===== config.mk =====
export PLATFORM = sky130hd
export DESIGN_NAME = codec_control_serializer_top
export DESIGN_NICKNAME = d
export VERILOG_FILES = /design/src/hdl/ccs_pkg.sv /design/src/hdl/codec_control_serializer_top.sv /design/src/hdl/ccs_front.sv /design/src/hdl/ccs_queue.sv /design/src/hdl/ccs_back.sv
export SDC_FILE = /design/constraint.sdc
export NUM_CORES = 1
export LEC_CHECK = 0
export BUFFER_PORTS_ARGS = -buffer_cell sky130_fd_sc_hd__buf_4
export CORE_ASPECT_RATIO = 0.75
export CORE_UTILIZATION = 42
export CTS_CLUSTER_DIAMETER = 60
export DETAILED_ROUTE_END_ITERATION = 10
export HOLD_SLACK_MARGIN = 0.02
export SLEW_MARGIN = 30
export SYNTH_ARGS = -nofsm -noshare
export SYNTH_HDL_FRONTEND = slang
export SYNTH_SLANG_ARGS = --single-unit
export TNS_END_PERCENT = 20

===== constraint.sdc =====
create_clock -name clock -period 7.61 [get_ports clock]
set_input_delay 1.522 -clock clock [delete_from_list [all_inputs] [get_ports clock]]
set_output_delay 1.522 -clock clock [all_outputs]
set_load 0.02 [all_outputs]

===== src/hdl/ccs_pkg.sv =====
// ----------------------------------------------------------------------------
// ccs_pkg: codec control serializer shared definitions
// Slot kinds, command modes, the decoded command record that travels
// from the front end to the slot sequencer, and the volume-chip channel codes.
// ----------------------------------------------------------------------------
`default_nettype none

package ccs_pkg;

   // slot kinds on the result channel
   localparam logic [2:0] SLOT_START    = 3'd0;
   localparam logic [2:0] SLOT_BIT      = 3'd1;
   localparam logic [2:0] SLOT_NINTH    = 3'd2;
   localparam logic [2:0] SLOT_STOP     = 3'd3;
   localparam logic [2:0] SLOT_SELECT   = 3'd4;
   localparam logic [2:0] SLOT_DESELECT = 3'd5;
   localparam logic [2:0] SLOT_REJECT   = 3'd6;

   // command modes on the request channel
   localparam logic [1:0] MODE_SPI_WRITE = 2'd0;
   localparam logic [1:0] MODE_DAC_ATT   = 2'd1;
   localparam logic [1:0] MODE_VOL_ATT   = 2'd2;
   localparam logic [1:0] MODE_VOL_BYTE  = 2'd3;

   // decoded command classes
   localparam logic [1:0] CMD_SPI    = 2'd0;
   localparam logic [1:0] CMD_WIRE   = 2'd1;
   localparam logic [1:0] CMD_REJECT = 2'd2;

   // byte values
   localparam logic [2:0] SPI_HDR_TOP   = 3'b101;   // control code 2 and write bit
   localparam logic [7:0] WIRE_ADDR     = 8'h80;
   localparam logic [7:0] VOL_TENS_BIAS = 8'h10;
   localparam logic [4:0] DAC_REG_BASE  = 5'h04;    // channels 0..5
   localparam logic [4:0] DAC_REG_HIGH  = 5'h05;    // channels 6..7 skip register 10
   localparam logic [3:0] DAC_CHAN_SPLIT = 4'd6;
   localparam logic [3:0] VOL_CHAN_MAX  = 4'd5;
   localparam logic signed [7:0] DAC_ATT_MIN = -8'sd127;
   localparam logic signed [7:0] VOL_ATT_MIN = -8'sd79;

   // divide by ten through a reciprocal: exact for values below 1029
   localparam logic [7:0] DIV10_MUL   = 8'd205;
   localparam int         DIV10_SHIFT = 11;

   // last bit position inside a byte, and the position of the dummy slot after it
   localparam logic [3:0] POS_LAST_BIT = 4'd7;
   localparam logic [3:0] POS_NINTH    = 4'd8;

   // command queue between front end and sequencer
   localparam int QUEUE_DEPTH = 2;
   localparam int QUEUE_PTR_W = (QUEUE_DEPTH > 1) ? $clog2(QUEUE_DEPTH) : 1;
   localparam int QUEUE_CNT_W = $clog2(QUEUE_DEPTH + 1);

   // decoded command
   typedef struct packed {
      logic [1:0] kind;        // CMD_SPI, CMD_WIRE or CMD_REJECT
      logic       dev;         // SPI target: 0 DAC, 1 ADC
      logic [1:0] last_byte;   // index of the final payload byte
      logic [7:0] byte0;
      logic [7:0] byte1;
      logic [7:0] byte2;
   } cmd_type;

   // volume-chip channel code
   function automatic logic [7:0] vol_chan_code(input logic [2:0] ch);
      logic [7:0] code;
      case (ch)
         3'd0:    code = 8'h90;
         3'd1:    code = 8'h50;
         3'd2:    code = 8'h10;
         3'd3:    code = 8'h30;
         3'd4:    code = 8'h70;
         3'd5:    code = 8'hB0;
         default: code = 8'h00;
      endcase
      return code;
   endfunction

endpackage

`default_nettype wire


===== src/hdl/codec_control_serializer_top.sv =====
// ----------------------------------------------------------------------------
// codec_control_serializer_top: codec control command serializer
// Turns one codec control command into its ordered serial bus slots.
// ----------------------------------------------------------------------------
// Each accepted command yields a burst of result beats, one slot per cycle
// while rsp_stall is low: 18 beats for an SPI register write or DAC
// attenuation, 29 for a volume-chip attenuation, 20 for a volume-chip byte and
// one for an out-of-range command; rsp_last marks the final beat. The slot
// sequencer, emitting one slot per cycle while rsp_stall is low, sets the
// rate. A two-entry command queue between the classifier and the sequencer
// takes new commands while earlier ones are still being sent; the next command
// starts as soon as the previous one's last slot is taken. Each request
// goes through the queue, cur_ff and the result register to the output.
`default_nettype none

module codec_control_serializer_top
   import ccs_pkg::*;
(
   input  wire logic              clock,
   input  wire logic              reset,
   input  wire logic              req_valid,
   output logic                   req_stall,
   input  wire logic [1:0]        req_mode,
   input  wire logic              req_device,
   input  wire logic [4:0]        req_reg_addr,
   input  wire logic [7:0]        req_data,
   input  wire logic [3:0]        req_channel,
   input  wire logic signed [7:0] req_attenuation,
   output logic                   rsp_valid,
   input  wire logic              rsp_stall,
   output logic [2:0]             rsp_slot_kind,
   output logic                   rsp_serial_data,
   output logic                   rsp_dac_select_n,
   output logic                   rsp_adc_select_n,
   output logic                   rsp_last
);

   logic    push_valid;
   logic    push_full;
   cmd_type push_cmd;
   logic    pop_valid;
   logic    pop;
   cmd_type pop_cmd;

   // classify commands
   ccs_front u_front (
      .req_valid       (req_valid),
      .req_stall       (req_stall),
      .req_mode        (req_mode),
      .req_device      (req_device),
      .req_reg_addr    (req_reg_addr),
      .req_data        (req_data),
      .req_channel     (req_channel),
      .req_attenuation (req_attenuation),
      .push_valid      (push_valid),
      .push_full       (push_full),
      .push_cmd        (push_cmd)
   );

   // decoupling queue
   ccs_queue u_queue (
      .clock      (clock),
      .reset      (reset),
      .push_valid (push_valid),
      .push_full  (push_full),
      .push_cmd   (push_cmd),
      .pop_valid  (pop_valid),
      .pop        (pop),
      .pop_cmd    (pop_cmd)
   );

   // emit slots
   ccs_back u_back (
      .clock            (clock),
      .reset            (reset),
      .q_valid          (pop_valid),
      .q_cmd            (pop_cmd),
      .q_pop            (pop),
      .rsp_valid        (rsp_valid),
      .rsp_stall        (rsp_stall),
      .rsp_slot_kind    (rsp_slot_kind),
      .rsp_serial_data  (rsp_serial_data),
      .rsp_dac_select_n (rsp_dac_select_n),
      .rsp_adc_select_n (rsp_adc_select_n),
      .rsp_last         (rsp_last)
   );

endmodule

`default_nettype wire


===== src/hdl/ccs_front.sv =====
// ----------------------------------------------------------------------------
// ccs_front: command classifier
// Checks the request fields, builds the header and payload bytes of the
// command and hands the decoded record to the command queue.
// ----------------------------------------------------------------------------
`default_nettype none

module ccs_front
   import ccs_pkg::*;
(
   input  wire logic              req_valid,
   output logic                   req_stall,
   input  wire logic [1:0]        req_mode,
   input  wire logic              req_device,
   input  wire logic [4:0]        req_reg_addr,
   input  wire logic [7:0]        req_data,
   input  wire logic [3:0]        req_channel,
   input  wire logic signed [7:0] req_attenuation,
   output logic                   push_valid,
   input  wire logic              push_full,
   output cmd_type                push_cmd
);

   logic        dac_ok;
   logic        vol_ok;
   logic [7:0]  neg_att;
   logic [6:0]  mag;
   logic [14:0] quot_prod;
   logic [3:0]  quot;
   logic [6:0]  quot_x10;
   logic [3:0]  rem;
   logic [7:0]  code;
   logic [7:0]  tens_byte;
   logic [7:0]  ones_byte;
   logic [4:0]  dac_reg;

   // handshake: accept whenever the queue has room
   assign req_stall  = push_full;
   assign push_valid = req_valid;

   // range checks
   assign dac_ok = !req_channel[3] &&
                   (req_attenuation <= 8'sd0) && (req_attenuation >= DAC_ATT_MIN);
   assign vol_ok = (req_channel <= VOL_CHAN_MAX) &&
                   (req_attenuation <= 8'sd0) && (req_attenuation >= VOL_ATT_MIN);

   // tens and ones of the attenuation magnitude (only used when in range)
   assign neg_att   = 8'(-req_attenuation);
   assign mag       = neg_att[6:0];
   assign quot_prod = 15'(mag) * 15'(DIV10_MUL);
   assign quot      = 4'(quot_prod >> DIV10_SHIFT);
   assign quot_x10  = 7'({quot, 3'b000}) + 7'({quot, 1'b0});
   assign rem       = 4'(mag - quot_x10);

   assign code      = vol_chan_code(req_channel[2:0]);
   assign tens_byte = 8'(quot) + code - VOL_TENS_BIAS;
   assign ones_byte = 8'(rem) + code;

   // DAC channel to register
   assign dac_reg = (req_channel < DAC_CHAN_SPLIT) ? DAC_REG_BASE + 5'(req_channel)
                                                   : DAC_REG_HIGH + 5'(req_channel);

   // build the command record
   always_comb begin
      push_cmd           = '0;
      push_cmd.last_byte = 2'd1;
      case (req_mode)
         MODE_SPI_WRITE: begin
            push_cmd.kind  = CMD_SPI;
            push_cmd.dev   = req_device;
            push_cmd.byte0 = {SPI_HDR_TOP, req_reg_addr};
            push_cmd.byte1 = req_data;
         end
         MODE_DAC_ATT: begin
            push_cmd.kind  = dac_ok ? CMD_SPI : CMD_REJECT;
            push_cmd.dev   = 1'b0;
            push_cmd.byte0 = {SPI_HDR_TOP, dac_reg};
            // 0x80 + att + 127 wraps to att - 1
            push_cmd.byte1 = 8'(req_attenuation) - 8'd1;
         end
         MODE_VOL_ATT: begin
            push_cmd.kind      = vol_ok ? CMD_WIRE : CMD_REJECT;
            push_cmd.last_byte = 2'd2;
            push_cmd.byte0     = WIRE_ADDR;
            push_cmd.byte1     = tens_byte;
            push_cmd.byte2     = ones_byte;
         end
         MODE_VOL_BYTE: begin
            push_cmd.kind  = CMD_WIRE;
            push_cmd.byte0 = WIRE_ADDR;
            push_cmd.byte1 = req_data;
         end
         default: begin
            push_cmd.kind = CMD_REJECT;
         end
      endcase
   end

endmodule

`default_nettype wire


===== src/hdl/ccs_queue.sv =====
// ----------------------------------------------------------------------------
// ccs_queue: command queue
// Short register queue of decoded commands between the classifier and the
// slot sequencer.
// ----------------------------------------------------------------------------
`default_nettype none

module ccs_queue
   import ccs_pkg::*;
(
   input  wire logic    clock,
   input  wire logic    reset,
   input  wire logic    push_valid,
   output logic         push_full,
   input  wire cmd_type push_cmd,
   output logic         pop_valid,
   input  wire logic    pop,
   output cmd_type      pop_cmd
);

   cmd_type                entry_ff [QUEUE_DEPTH];
   logic [QUEUE_PTR_W-1:0] wr_ptr_ff, wr_ptr_in;
   logic [QUEUE_PTR_W-1:0] rd_ptr_ff, rd_ptr_in;
   logic [QUEUE_CNT_W-1:0] count_ff, count_in;
   logic                   do_push;

   assign push_full = (count_ff == QUEUE_CNT_W'(QUEUE_DEPTH));
   assign pop_valid = (count_ff != '0);
   assign pop_cmd   = entry_ff[rd_ptr_ff];
   assign do_push   = push_valid && !push_full;

   // pointer and count update
   always_comb begin
      wr_ptr_in = wr_ptr_ff;
      rd_ptr_in = rd_ptr_ff;
      count_in  = count_ff;
      if (do_push) begin
         wr_ptr_in = (wr_ptr_ff == QUEUE_PTR_W'(QUEUE_DEPTH - 1)) ? '0 : wr_ptr_ff + 1'b1;
      end
      if (pop) begin
         rd_ptr_in = (rd_ptr_ff == QUEUE_PTR_W'(QUEUE_DEPTH - 1)) ? '0 : rd_ptr_ff + 1'b1;
      end
      if (do_push && !pop) begin
         count_in = count_ff + 1'b1;
      end else if (pop && !do_push) begin
         count_in = count_ff - 1'b1;
      end
   end

   always_ff @(posedge clock) begin
      if (reset) begin
         wr_ptr_ff <= '0;
         rd_ptr_ff <= '0;
         count_ff  <= '0;
      end else begin
         wr_ptr_ff <= wr_ptr_in;
         rd_ptr_ff <= rd_ptr_in;
         count_ff  <= count_in;
      end
   end

   // storage, no reset
   always_ff @(posedge clock) begin
      if (do_push) begin
         entry_ff[wr_ptr_ff] <= push_cmd;
      end
   end

   a_no_pop_empty: assert property (@(posedge clock) disable iff (reset)
      pop |-> count_ff != '0)
      else $error("queue popped while empty");

   a_count_bound: assert property (@(posedge clock) disable iff (reset)
      count_ff <= QUEUE_CNT_W'(QUEUE_DEPTH))
      else $error("queue count overflow");

   a_ptr_match: assert property (@(posedge clock) disable iff (reset)
      (count_ff == '0 || count_ff == QUEUE_CNT_W'(QUEUE_DEPTH)) |->
      wr_ptr_ff == rd_ptr_ff)
      else $error("queue pointers disagree with count");

endmodule

`default_nettype wire


===== src/hdl/ccs_back.sv =====
// ----------------------------------------------------------------------------
// ccs_back: slot sequencer
// Walks one decoded command slot by slot (head, payload bits, tail) and
// drives the registered result channel, one slot per cycle while not stalled.
// ----------------------------------------------------------------------------
`default_nettype none

module ccs_back
   import ccs_pkg::*;
(
   input  wire logic    clock,
   input  wire logic    reset,
   input  wire logic    q_valid,
   input  wire cmd_type q_cmd,
   output logic         q_pop,
   output logic         rsp_valid,
   input  wire logic    rsp_stall,
   output logic [2:0]   rsp_slot_kind,
   output logic         rsp_serial_data,
   output logic         rsp_dac_select_n,
   output logic         rsp_adc_select_n,
   output logic         rsp_last
);

   localparam logic [1:0] STEP_HEAD = 2'd0;
   localparam logic [1:0] STEP_BODY = 2'd1;
   localparam logic [1:0] STEP_TAIL = 2'd2;

   cmd_type    cur_ff;
   logic       cur_valid_ff, cur_valid_in;
   logic [1:0] step_ff, step_in;
   logic [3:0] pos_ff, pos_in;
   logic [1:0] byte_ff, byte_in;

   logic       rsp_valid_ff;
   logic [2:0] rsp_kind_ff;
   logic       rsp_sd_ff;
   logic       rsp_dacn_ff;
   logic       rsp_adcn_ff;
   logic       rsp_last_ff;

   logic       out_free;
   logic       advance;
   logic       load;
   logic [7:0] cur_byte;
   logic [2:0] bit_idx;
   logic       bit_val;
   logic       byte_done;
   logic [2:0] slot_kind;
   logic       slot_sd;
   logic       slot_dacn;
   logic       slot_adcn;
   logic       slot_last;

   assign out_free = !rsp_valid_ff || !rsp_stall;
   assign advance  = out_free && cur_valid_ff;
   assign load     = q_valid && (!cur_valid_ff || (advance && slot_last));
   assign q_pop    = load;

   // current payload byte and bit
   always_comb begin
      case (byte_ff)
         2'd0:    cur_byte = cur_ff.byte0;
         2'd1:    cur_byte = cur_ff.byte1;
         default: cur_byte = cur_ff.byte2;
      endcase
   end
   assign bit_idx   = 3'(POS_LAST_BIT - pos_ff);
   assign bit_val   = cur_byte[bit_idx];
   assign byte_done = (byte_ff == cur_ff.last_byte);

   // slot decode and counter steps
   always_comb begin
      slot_kind = SLOT_REJECT;
      slot_sd   = 1'b0;
      slot_dacn = 1'b1;
      slot_adcn = 1'b1;
      slot_last = 1'b0;
      step_in   = step_ff;
      pos_in    = pos_ff;
      byte_in   = byte_ff;
      case (step_ff)
         STEP_HEAD: begin
            pos_in  = '0;
            byte_in = '0;
            if (cur_ff.kind == CMD_SPI) begin
               slot_kind = SLOT_SELECT;
               slot_dacn = cur_ff.dev;
               slot_adcn = !cur_ff.dev;
               step_in   = STEP_BODY;
            end else if (cur_ff.kind == CMD_WIRE) begin
               slot_kind = SLOT_START;
               step_in   = STEP_BODY;
            end else begin
               slot_kind = SLOT_REJECT;
               slot_last = 1'b1;
            end
         end
         STEP_BODY: begin
            if (cur_ff.kind == CMD_SPI) begin
               slot_dacn = cur_ff.dev;
               slot_adcn = !cur_ff.dev;
            end
            if (cur_ff.kind == CMD_WIRE && pos_ff == POS_NINTH) begin
               // dummy slot after the data bits repeats the byte's LSB
               slot_kind = SLOT_NINTH;
               slot_sd   = cur_byte[0];
            end else begin
               slot_kind = SLOT_BIT;
               slot_sd   = bit_val;
            end
            if ((cur_ff.kind == CMD_SPI && pos_ff == POS_LAST_BIT) ||
                (cur_ff.kind == CMD_WIRE && pos_ff == POS_NINTH)) begin
               pos_in = '0;
               if (byte_done) begin
                  step_in = STEP_TAIL;
               end else begin
                  byte_in = byte_ff + 1'b1;
               end
            end else begin
               pos_in = pos_ff + 1'b1;
            end
         end
         STEP_TAIL: begin
            slot_last = 1'b1;
            step_in   = STEP_HEAD;
            if (cur_ff.kind == CMD_SPI) begin
               slot_kind = SLOT_DESELECT;
            end else begin
               slot_kind = SLOT_STOP;
               slot_sd   = 1'b1;
            end
         end
         default: begin
            slot_last = 1'b1;
            step_in   = STEP_HEAD;
         end
      endcase
   end

   // active command tracking
   always_comb begin
      cur_valid_in = cur_valid_ff;
      if (load) begin
         cur_valid_in = 1'b1;
      end else if (advance && slot_last) begin
         cur_valid_in = 1'b0;
      end
   end

   always_ff @(posedge clock) begin
      if (reset) begin
         cur_valid_ff <= 1'b0;
         step_ff      <= STEP_HEAD;
         pos_ff       <= '0;
         byte_ff      <= '0;
      end else begin
         cur_valid_ff <= cur_valid_in;
         if (load) begin
            step_ff <= STEP_HEAD;
            pos_ff  <= '0;
            byte_ff <= '0;
         end else if (advance) begin
            step_ff <= step_in;
            pos_ff  <= pos_in;
            byte_ff <= byte_in;
         end
      end
   end

   always_ff @(posedge clock) begin
      if (load) begin
         cur_ff <= q_cmd;
      end
   end

   // result output register
   always_ff @(posedge clock) begin
      if (reset) begin
         rsp_valid_ff <= 1'b0;
      end else if (out_free) begin
         rsp_valid_ff <= cur_valid_ff;
      end
   end

   always_ff @(posedge clock) begin
      if (out_free) begin
         rsp_kind_ff <= slot_kind;
         rsp_sd_ff   <= slot_sd;
         rsp_dacn_ff <= slot_dacn;
         rsp_adcn_ff <= slot_adcn;
         rsp_last_ff <= slot_last;
      end
   end

   assign rsp_valid        = rsp_valid_ff;
   assign rsp_slot_kind    = rsp_kind_ff;
   assign rsp_serial_data  = rsp_sd_ff;
   assign rsp_dac_select_n = rsp_dacn_ff;
   assign rsp_adc_select_n = rsp_adcn_ff;
   assign rsp_last         = rsp_last_ff;

   a_pos_range: assert property (@(posedge clock) disable iff (reset)
      cur_valid_ff && step_ff == STEP_BODY |-> pos_ff <= POS_NINTH)
      else $error("bit position out of range");

   a_byte_range: assert property (@(posedge clock) disable iff (reset)
      cur_valid_ff && step_ff == STEP_BODY |-> byte_ff <= cur_ff.last_byte)
      else $error("byte index past last payload byte");

   a_select_one: assert property (@(posedge clock) disable iff (reset)
      rsp_valid_ff && (rsp_kind_ff == SLOT_SELECT || rsp_kind_ff == SLOT_BIT) &&
      (rsp_dacn_ff == 1'b0 || rsp_adcn_ff == 1'b0) |-> rsp_dacn_ff != rsp_adcn_ff)
      else $error("both chip selects asserted");

   a_reject_last: assert property (@(posedge clock) disable iff (reset)
      rsp_valid_ff && rsp_kind_ff == SLOT_REJECT |-> rsp_last_ff)
      else $error("rejected slot not marked last");

endmodule

`default_nettype wire


==> results of run 1 <==
==> state kept, by name, summed over array words and instances, names as in the netlist, 2 cells and up <==
| name | flops |
|---|---|
| u_back.pos_ff | 4 |
| u_back.rsp_slot_kind | 3 |
| u_back.cur_ff | 27 |
| u_queue.count_ff | 2 |
| u_back.byte_ff | 2 |
| u_queue.entry_ff | 54 |
| u_back.step_ff | 2 |
==> metrics by stage <==
stage,area (um^2),power [mW],utilization,worst slack [ns],hold WS [ns]
floorplan,5760,1.38,-,1.40,0.464
global placement,6260,1.58,0.474,0.918,0.481
detailed placement,6260,1.60,0.474,0.562,0.504
CTS,6560,2.06,0.497,0.915,0.520
global route,6560,2.17,0.497,0.526,0.536
finish,6560,2.04,0.497,0.991,0.519
==> Yosys cell counts (8+ instances only) <==
master	instances	area share
fa_1	8	0.028
nor2_1	37	0.024
clkbuf_1	12	0.0078
nand3_1	8	0.0070
edfxtp_1	88	0.46
mux2i_1	9	0.016
mux2_2	27	0.053
xnor2_1	13	0.020
o21ai_0	19	0.017
nor2b_1	8	0.0087
inv_1	48	0.031
xor2_1	13	0.020
a21oi_1	25	0.022
a211oi_1	8	0.010
dfxtp_1	14	0.049
nand2_1	37	0.024
ha_1	53	0.12
==> worst max path at each step <==
| stage | from | endpoint | slack (ns) | cells after the start |
|---|---|---|---|---|
| 6_report | req_attenuation[2] | u_queue.entry_ff[1][3] | 0.99 | 24 |
| 5_1_grt | req_attenuation[2] | u_queue.entry_ff[1][3] | 0.53 | 24 |
| 4_1_cts | req_attenuation[2] | u_queue.entry_ff[1][3] | 0.92 | 24 |
| 3_5_place_dp | req_attenuation[2] | u_queue.entry_ff[1][3] | 0.56 | 24 |
| 3_3_place_gp | req_attenuation[0] | u_queue.entry_ff[0][3] | 0.92 | 25 |
| 2_1_floorplan | req_attenuation[2] | u_queue.entry_ff[0][3] | 1.40 | 23 |
==> metal layers <==
| layer | routed length, um | global-route usage |
|---|---|---|
| met1 | 6080 | 0.255 |
| met2 | 4670 | 0.251 |
| met3 | 390 | 0.0341 |
| met4 | 121 | 0.0456 |
| met5 | 0 | 0 |
==> logic make-up after synthesis <==
family          count (synthesis)  share of synthesized area
compound gates                 83                     0.0924
buf+inv                        61                     0.0398
simple gates                  126                      0.105
mux                            37                     0.0724
xor+xnor                       26                     0.0396
fa+ha+maj                      61                      0.143
flops                         102                      0.508
==> worst reg2reg max path, delay by kind of cell, from the launching register on <==
family / cells / cell delay [ns]
adders and majority gates: 2 / 0.62
buffers and inverters: 3 / 0.55
AOI/OAI and AO/OA: 3 / 0.52
and+or+nand+nor: 2 / 0.47
DFF: 1 / 0.39
==> area by class of cell <==
| class | instances | area (um^2) |
|---|---|---|
| Multi-Input combinational cell | 333 | 2620 |
| Tap cell | 171 | 214 |
| Clock buffer | 12 | 246 |
| Sequential cell | 102 | 2920 |
| Clock inverter | 4 | 55.1 |
| Inverter | 48 | 180 |
| Fill cell | 1159 | 6640 |
| Timing Repair Buffer | 43 | 323 |
==> power breakdown <==
group,internal [mW],switching [mW]
combinational,0.294,0.399
sequential,0.826,0.0622
clock,0.266,0.194
total,1.39,0.655
==> impl_metrics.tcl, run 1 <==
set metrics [dict create \
    cp.arrival_ns 6.79 \
    stdcell_count 713 \
    status "finished clean" \
    drtIter0Drc 232 \
    fmax_ghz 0.151 \
    cp_data_required_time_ns 7.78 \
    fin_skew_ns 0.00794 \
    globalplace.congestion 0.874 \
    fin_nets 630 \
    syn_inst 496 \
    p_per_area_nw_per_um2 311 \
    holdBufCountCts 0 \
    clock_latency_ns 0.34 \
    cp_slowest_cell "fa_1" \
    root_buffer "clkbuf_16" \
    num_rows 36 \
    crit_type "primary input to flip-flop" \
    cts_inserted_buffers 9 \
    finalWirelength_um 11300 \
    io_buffer_count 40 \
    reg2reg_from "u_back.step_ff[1]" \
    hold_depth 2 \
    synth_edf_count 88 \
    placedCellCount 697 \
    final_cell_mix "edfxtp_1, ha_1, inv_1" \
    core_area_um2 13200 \
    die_w_um 137 \
    fin_setup_tns_ns 0 \
    start_kind "primary input" \
    hold_viol_final 0 \
    viasPerCell 5.20 \
    dr.pass1.iters 4 \
    holdPathEnd "u_queue.count_ff[1]" \
    r2r_setup_slack_ns 5.01 \
    yosysSeqAreaShare 0.508 \
    hpwl_um 8390 \
    maxSlewHeadroom 0.442 \
    vdd_drop_max_mv 0.155 \
    antenna_cells 0 \
    worstPathBufferInverterCount 5 \
    grt_max_degree 31 \
    syn_nets 589 \
    cts_tree "built" \
    rsz0062_at_grt "false" \
    synth-seq-cells 102 \
    routedWlPerCell_um 15.8 \
    setup_viol 0 \
    grt_usage 0.170 \
    worstReg2RegEnd "u_queue.count_ff[1]" \
    worstMarginPinSlew_ns 0.831 \
    drive_above_1_share 0.172 \
    antenna_found_initial 0 \
    cts_resized 0 \
    grt_pass1_vias 3551 \
    dieArea_um2 14200 \
    drc 0 \
    yosys_warnings 0 \
    p_leak_nw 2.66 \
    num_vias 3709 \
    cap_violations 0 \
    slowest_delay_ns 0.53 \
    ant_nets 0 \
    ys.flop_type "edfxtp_1" \
    cts.sinks 102 \
    io_pins 41 \
    post-cts-setup-buffers 0 \
    hp-class "flip-flop to flip-flop" \
    min_period_ns 6.62 \
    syn_area_um2 5760 \
    worstPathCellList "buf_4 -> nor3_1 -> nor3b_1 -> xnor2_1 -> xor2_1 -> inv_1 -> fa_1 -> inv_1 -> ha_1 -> inv_1 -> fa_1 -> inv_1 -> ha_1 -> and3_1 -> nand4_1 -> o211ai_1 -> o21ai_0 -> and2b_1 -> xnor2_1 -> ha_1 -> nand2_1 -> nand3_1 -> xnor2_1 -> mux2i_1" \
    die_height_um 103 \
    gr-total-overflow 0 \
    grt_pass1_wl_um 18100 \
    async_flop_share 0 \
    ctsHtreeMaxLevel 3 \
    min_period_over_period 0.870 \
    cp_common_cell "inv_1" \
    post_synth_num_cell_types 50 \
    drv_slew 0 \
    syn_area_per_cell_um2 11.6 \
    hp-start "u_queue.count_ff[1]" \
    ff2ff_path_depth 10 \
    start_util 0.436 \
    cp-end-kind "flip-flop" \
    area_growth_pct 13.9 \
    crit_family "adder cells" \
    final_common_cell "edfxtp_1" \
    path_clk_slew_ns 0.07 \
    clockBufferDepth 2 \
    worstPathMaxFanout 6 \
]
Note: power is estimated with default switching activity, not from simulation.
==> run 2: changes to the inputs <==
Settings changed: SYNTH_HIERARCHICAL from default to 1.
==> run 2 against run 1 <==
  * Combinational power grew 2%
  * Global-route usage is 0.22 points lower
  * Design area increased by 5.8%
  * Die area grew 6.6%
  * Wire length grew 4.4%
  * Sequential power is 4.6% higher
  * Critical path type unchanged
  * Critical endpoint is now u_queue/entry_ff[0][3]
  * Largest power group unchanged
==> impl_metrics.tcl, run 2 <==
set metrics [dict create \
    holdBufCountCts 0 \
    reg_top3 "u_queue/entry_ff: 58 flops, u_back/cur_ff: 29 flops, u_back/pos_ff: 4 flops" \
    worst_slack_ns 0.682 \
    finalPower_mw 2.11 \
    post_synth_num_cell_types 60 \
    place_ws_ns 0.353 \
    cp-end-kind "flip-flop" \
    crit_family "adder cells" \
    largest_register_ffs 58 \
    drc 0 \
    final_common_cell "edfxtp_1" \
    synth_top_area_cell "edfxtp_1" \
    synth_common_cells "edfxtp_1, ha_1, inv_1" \
    worstPathCellList "buf_4 -> inv_1 -> ha_1 -> nor3b_1 -> nand2_1 -> xor2_1 -> ha_1 -> ha_1 -> fa_1 -> inv_1 -> fa_1 -> inv_1 -> ha_1 -> and3_1 -> o2111a_1 -> or3_1 -> a31oi_1 -> xnor2_1 -> ha_1 -> a22oi_1 -> xnor3_1 -> nor2_1" \
    min_period_over_period 0.910 \
    synth.most_common_cell "edfxtp_1" \
    synth_top_area_share 0.459 \
    finalWirelength_um 11800 \
    syn_nets 622 \
    cts_inserted_buffers 9 \
    worstMarginPinSlew_ns 0.741 \
    fin_setup_tns_ns 0 \
    cts_tree "built" \
    regMostFlops "u_queue/entry_ff" \
    worstPathMaxFanout 6 \
    syn_inst 528 \
    clockBufferDepth 2 \
    synth_area_leaders "edfxtp_1, ha_1, mux2_2" \
    yosysSeqAreaShare 0.508 \
    fin_nets 660 \
    synth_edf_count 94 \
    setup_viol 0 \
    min_period_ns 6.93 \
    syn_area_per_cell_um2 11.6 \
    holdWs_ns 0.497 \
    path_clk_slew_ns 0.07 \
    maxSlewHeadroom 0.493 \
    grt_pass1_vias 3976 \
    hold_viol_final 0 \
    syn_area_um2 6140 \
    async_flop_share 0 \
    ctsHtreeMaxLevel 3 \
    clock_latency_ns 0.34 \
    slowest_delay_ns 0.54 \
    dr.pass1.iters 4 \
    p_leak_nw 2.82 \
    num_vias 3930 \
    cp_data_required_time_ns 7.79 \
    p_per_area_nw_per_um2 305 \
    drtIter0Drc 207 \
    cts.sinks 109 \
    core_area_um2 14000 \
    hpwl_um 8750 \
    yosys_warnings 6 \
    cp.arrival_ns 7.11 \
    vdd_drop_max_mv 0.138 \
    cp_common_cell "ha_1" \
    cap_violations 0 \
    gr-total-overflow 0 \
    grt_pass1_wl_um 19500 \
    fin_skew_ns 0.00391 \
    post-cts-setup-buffers 0 \
    start_kind "primary input" \
    root_buffer "clkbuf_16" \
    grt_usage 0.168 \
    antenna_found_initial 0 \
    fin_util 0.496 \
    fmax_ghz 0.144 \
    globalplace.congestion 0.830 \
    status "finished clean" \
    grt_max_degree 41 \
    routedWlPerCell_um 15.3 \
    ant_nets 0 \
    num_rows 37 \
    viasPerCell 5.13 \
    drv_slew 0 \
    cp_slowest_cell "fa_1" \
    io_buffer_count 40 \
    synth-seq-cells 109 \
    die_height_um 107 \
    drive_above_1_share 0.180 \
    io_pins 41 \
    final_cell_mix "edfxtp_1, ha_1, inv_1" \
    start_util 0.440 \
    crit_type "primary input to flip-flop" \
    hp-class "flip-flop to flip-flop" \
    ys.flop_type "edfxtp_1" \
    dieArea_um2 15100 \
    area_growth_pct 12.9 \
    rsz0062_at_grt "false" \
    die_w_um 142 \
    worstPathBufferInverterCount 4 \
    antenna_cells 0 \
    cts_resized 0 \
]
## run 2: report_power, final
group	internal [mW]	switching [mW]	total [mW]
clock network	0.261	0.214	0.475
registers	0.866	0.0632	0.930
logic	0.309	0.400	0.708
total	1.44	0.677	2.11
## run 2: through the flow
stage / cells / area [um^2]
after floorplan: 528 / 6140
final: 766 / 6940
after global routing: 766 / 6940
after CTS: 766 / 6940
after detailed placement: 750 / 6630
after global placement: 750 / 6630
## run 2: layout make-up
class | instances | area (um^2)
Multi-Input combinational cell | 349 | 2730
Fill cell | 1290 | 7050
Sequential cell | 109 | 3120
Clock inverter | 7 | 80.1
Tap cell | 195 | 244
Inverter | 51 | 191
Timing Repair Buffer | 46 | 345
Clock buffer | 9 | 225
## run 2: cell families (layout without fill, tap and decap cells)
logic type,count (synthesis),after routing,synth area share
AOI/OAI and AO/OA,98,98,0.105
xor gates and xnor gates,20,20,0.0307
muxes,38,38,0.0678
DFF,109,109,0.508
and+or+nand+nor,129,129,0.102
other,2,2,0.00122
adders and majority gates,62,62,0.136
buffers and inverters,70,113,0.0485
## run 2: worst paths after layout
check / startpoint / to / slack, ns / depth (start not counted)
min: u_queue/wr_ptr_ff / u_queue/wr_ptr_ff / 0.50 / 2
min reg2reg: u_queue/wr_ptr_ff / u_queue/wr_ptr_ff / 0.50 / 2
max reg2reg: u_back/step_ff[1] / u_queue/count_ff[1] / 4.81 / 10
max: req_attenuation[0] / u_queue/entry_ff[0][3] / 0.68 / 22
## run 2: worst min-delay path, stage by stage (launching register included)
cell and delay, ns:
dfxtp_1 0.32, o21ai_0 0.07, a21oi_1 0.07
## run 2: metal layers
layer / up-vias / track usage / part of all wire
met4: 0 / 0.0415 / 0.0093
met3: 7 / 0.0299 / 0.038
met2: 72 / 0.269 / 0.45
met1: 1876 / 0.237 / 0.51
li1: 1975 / - / -
met5: - / 0 / 0
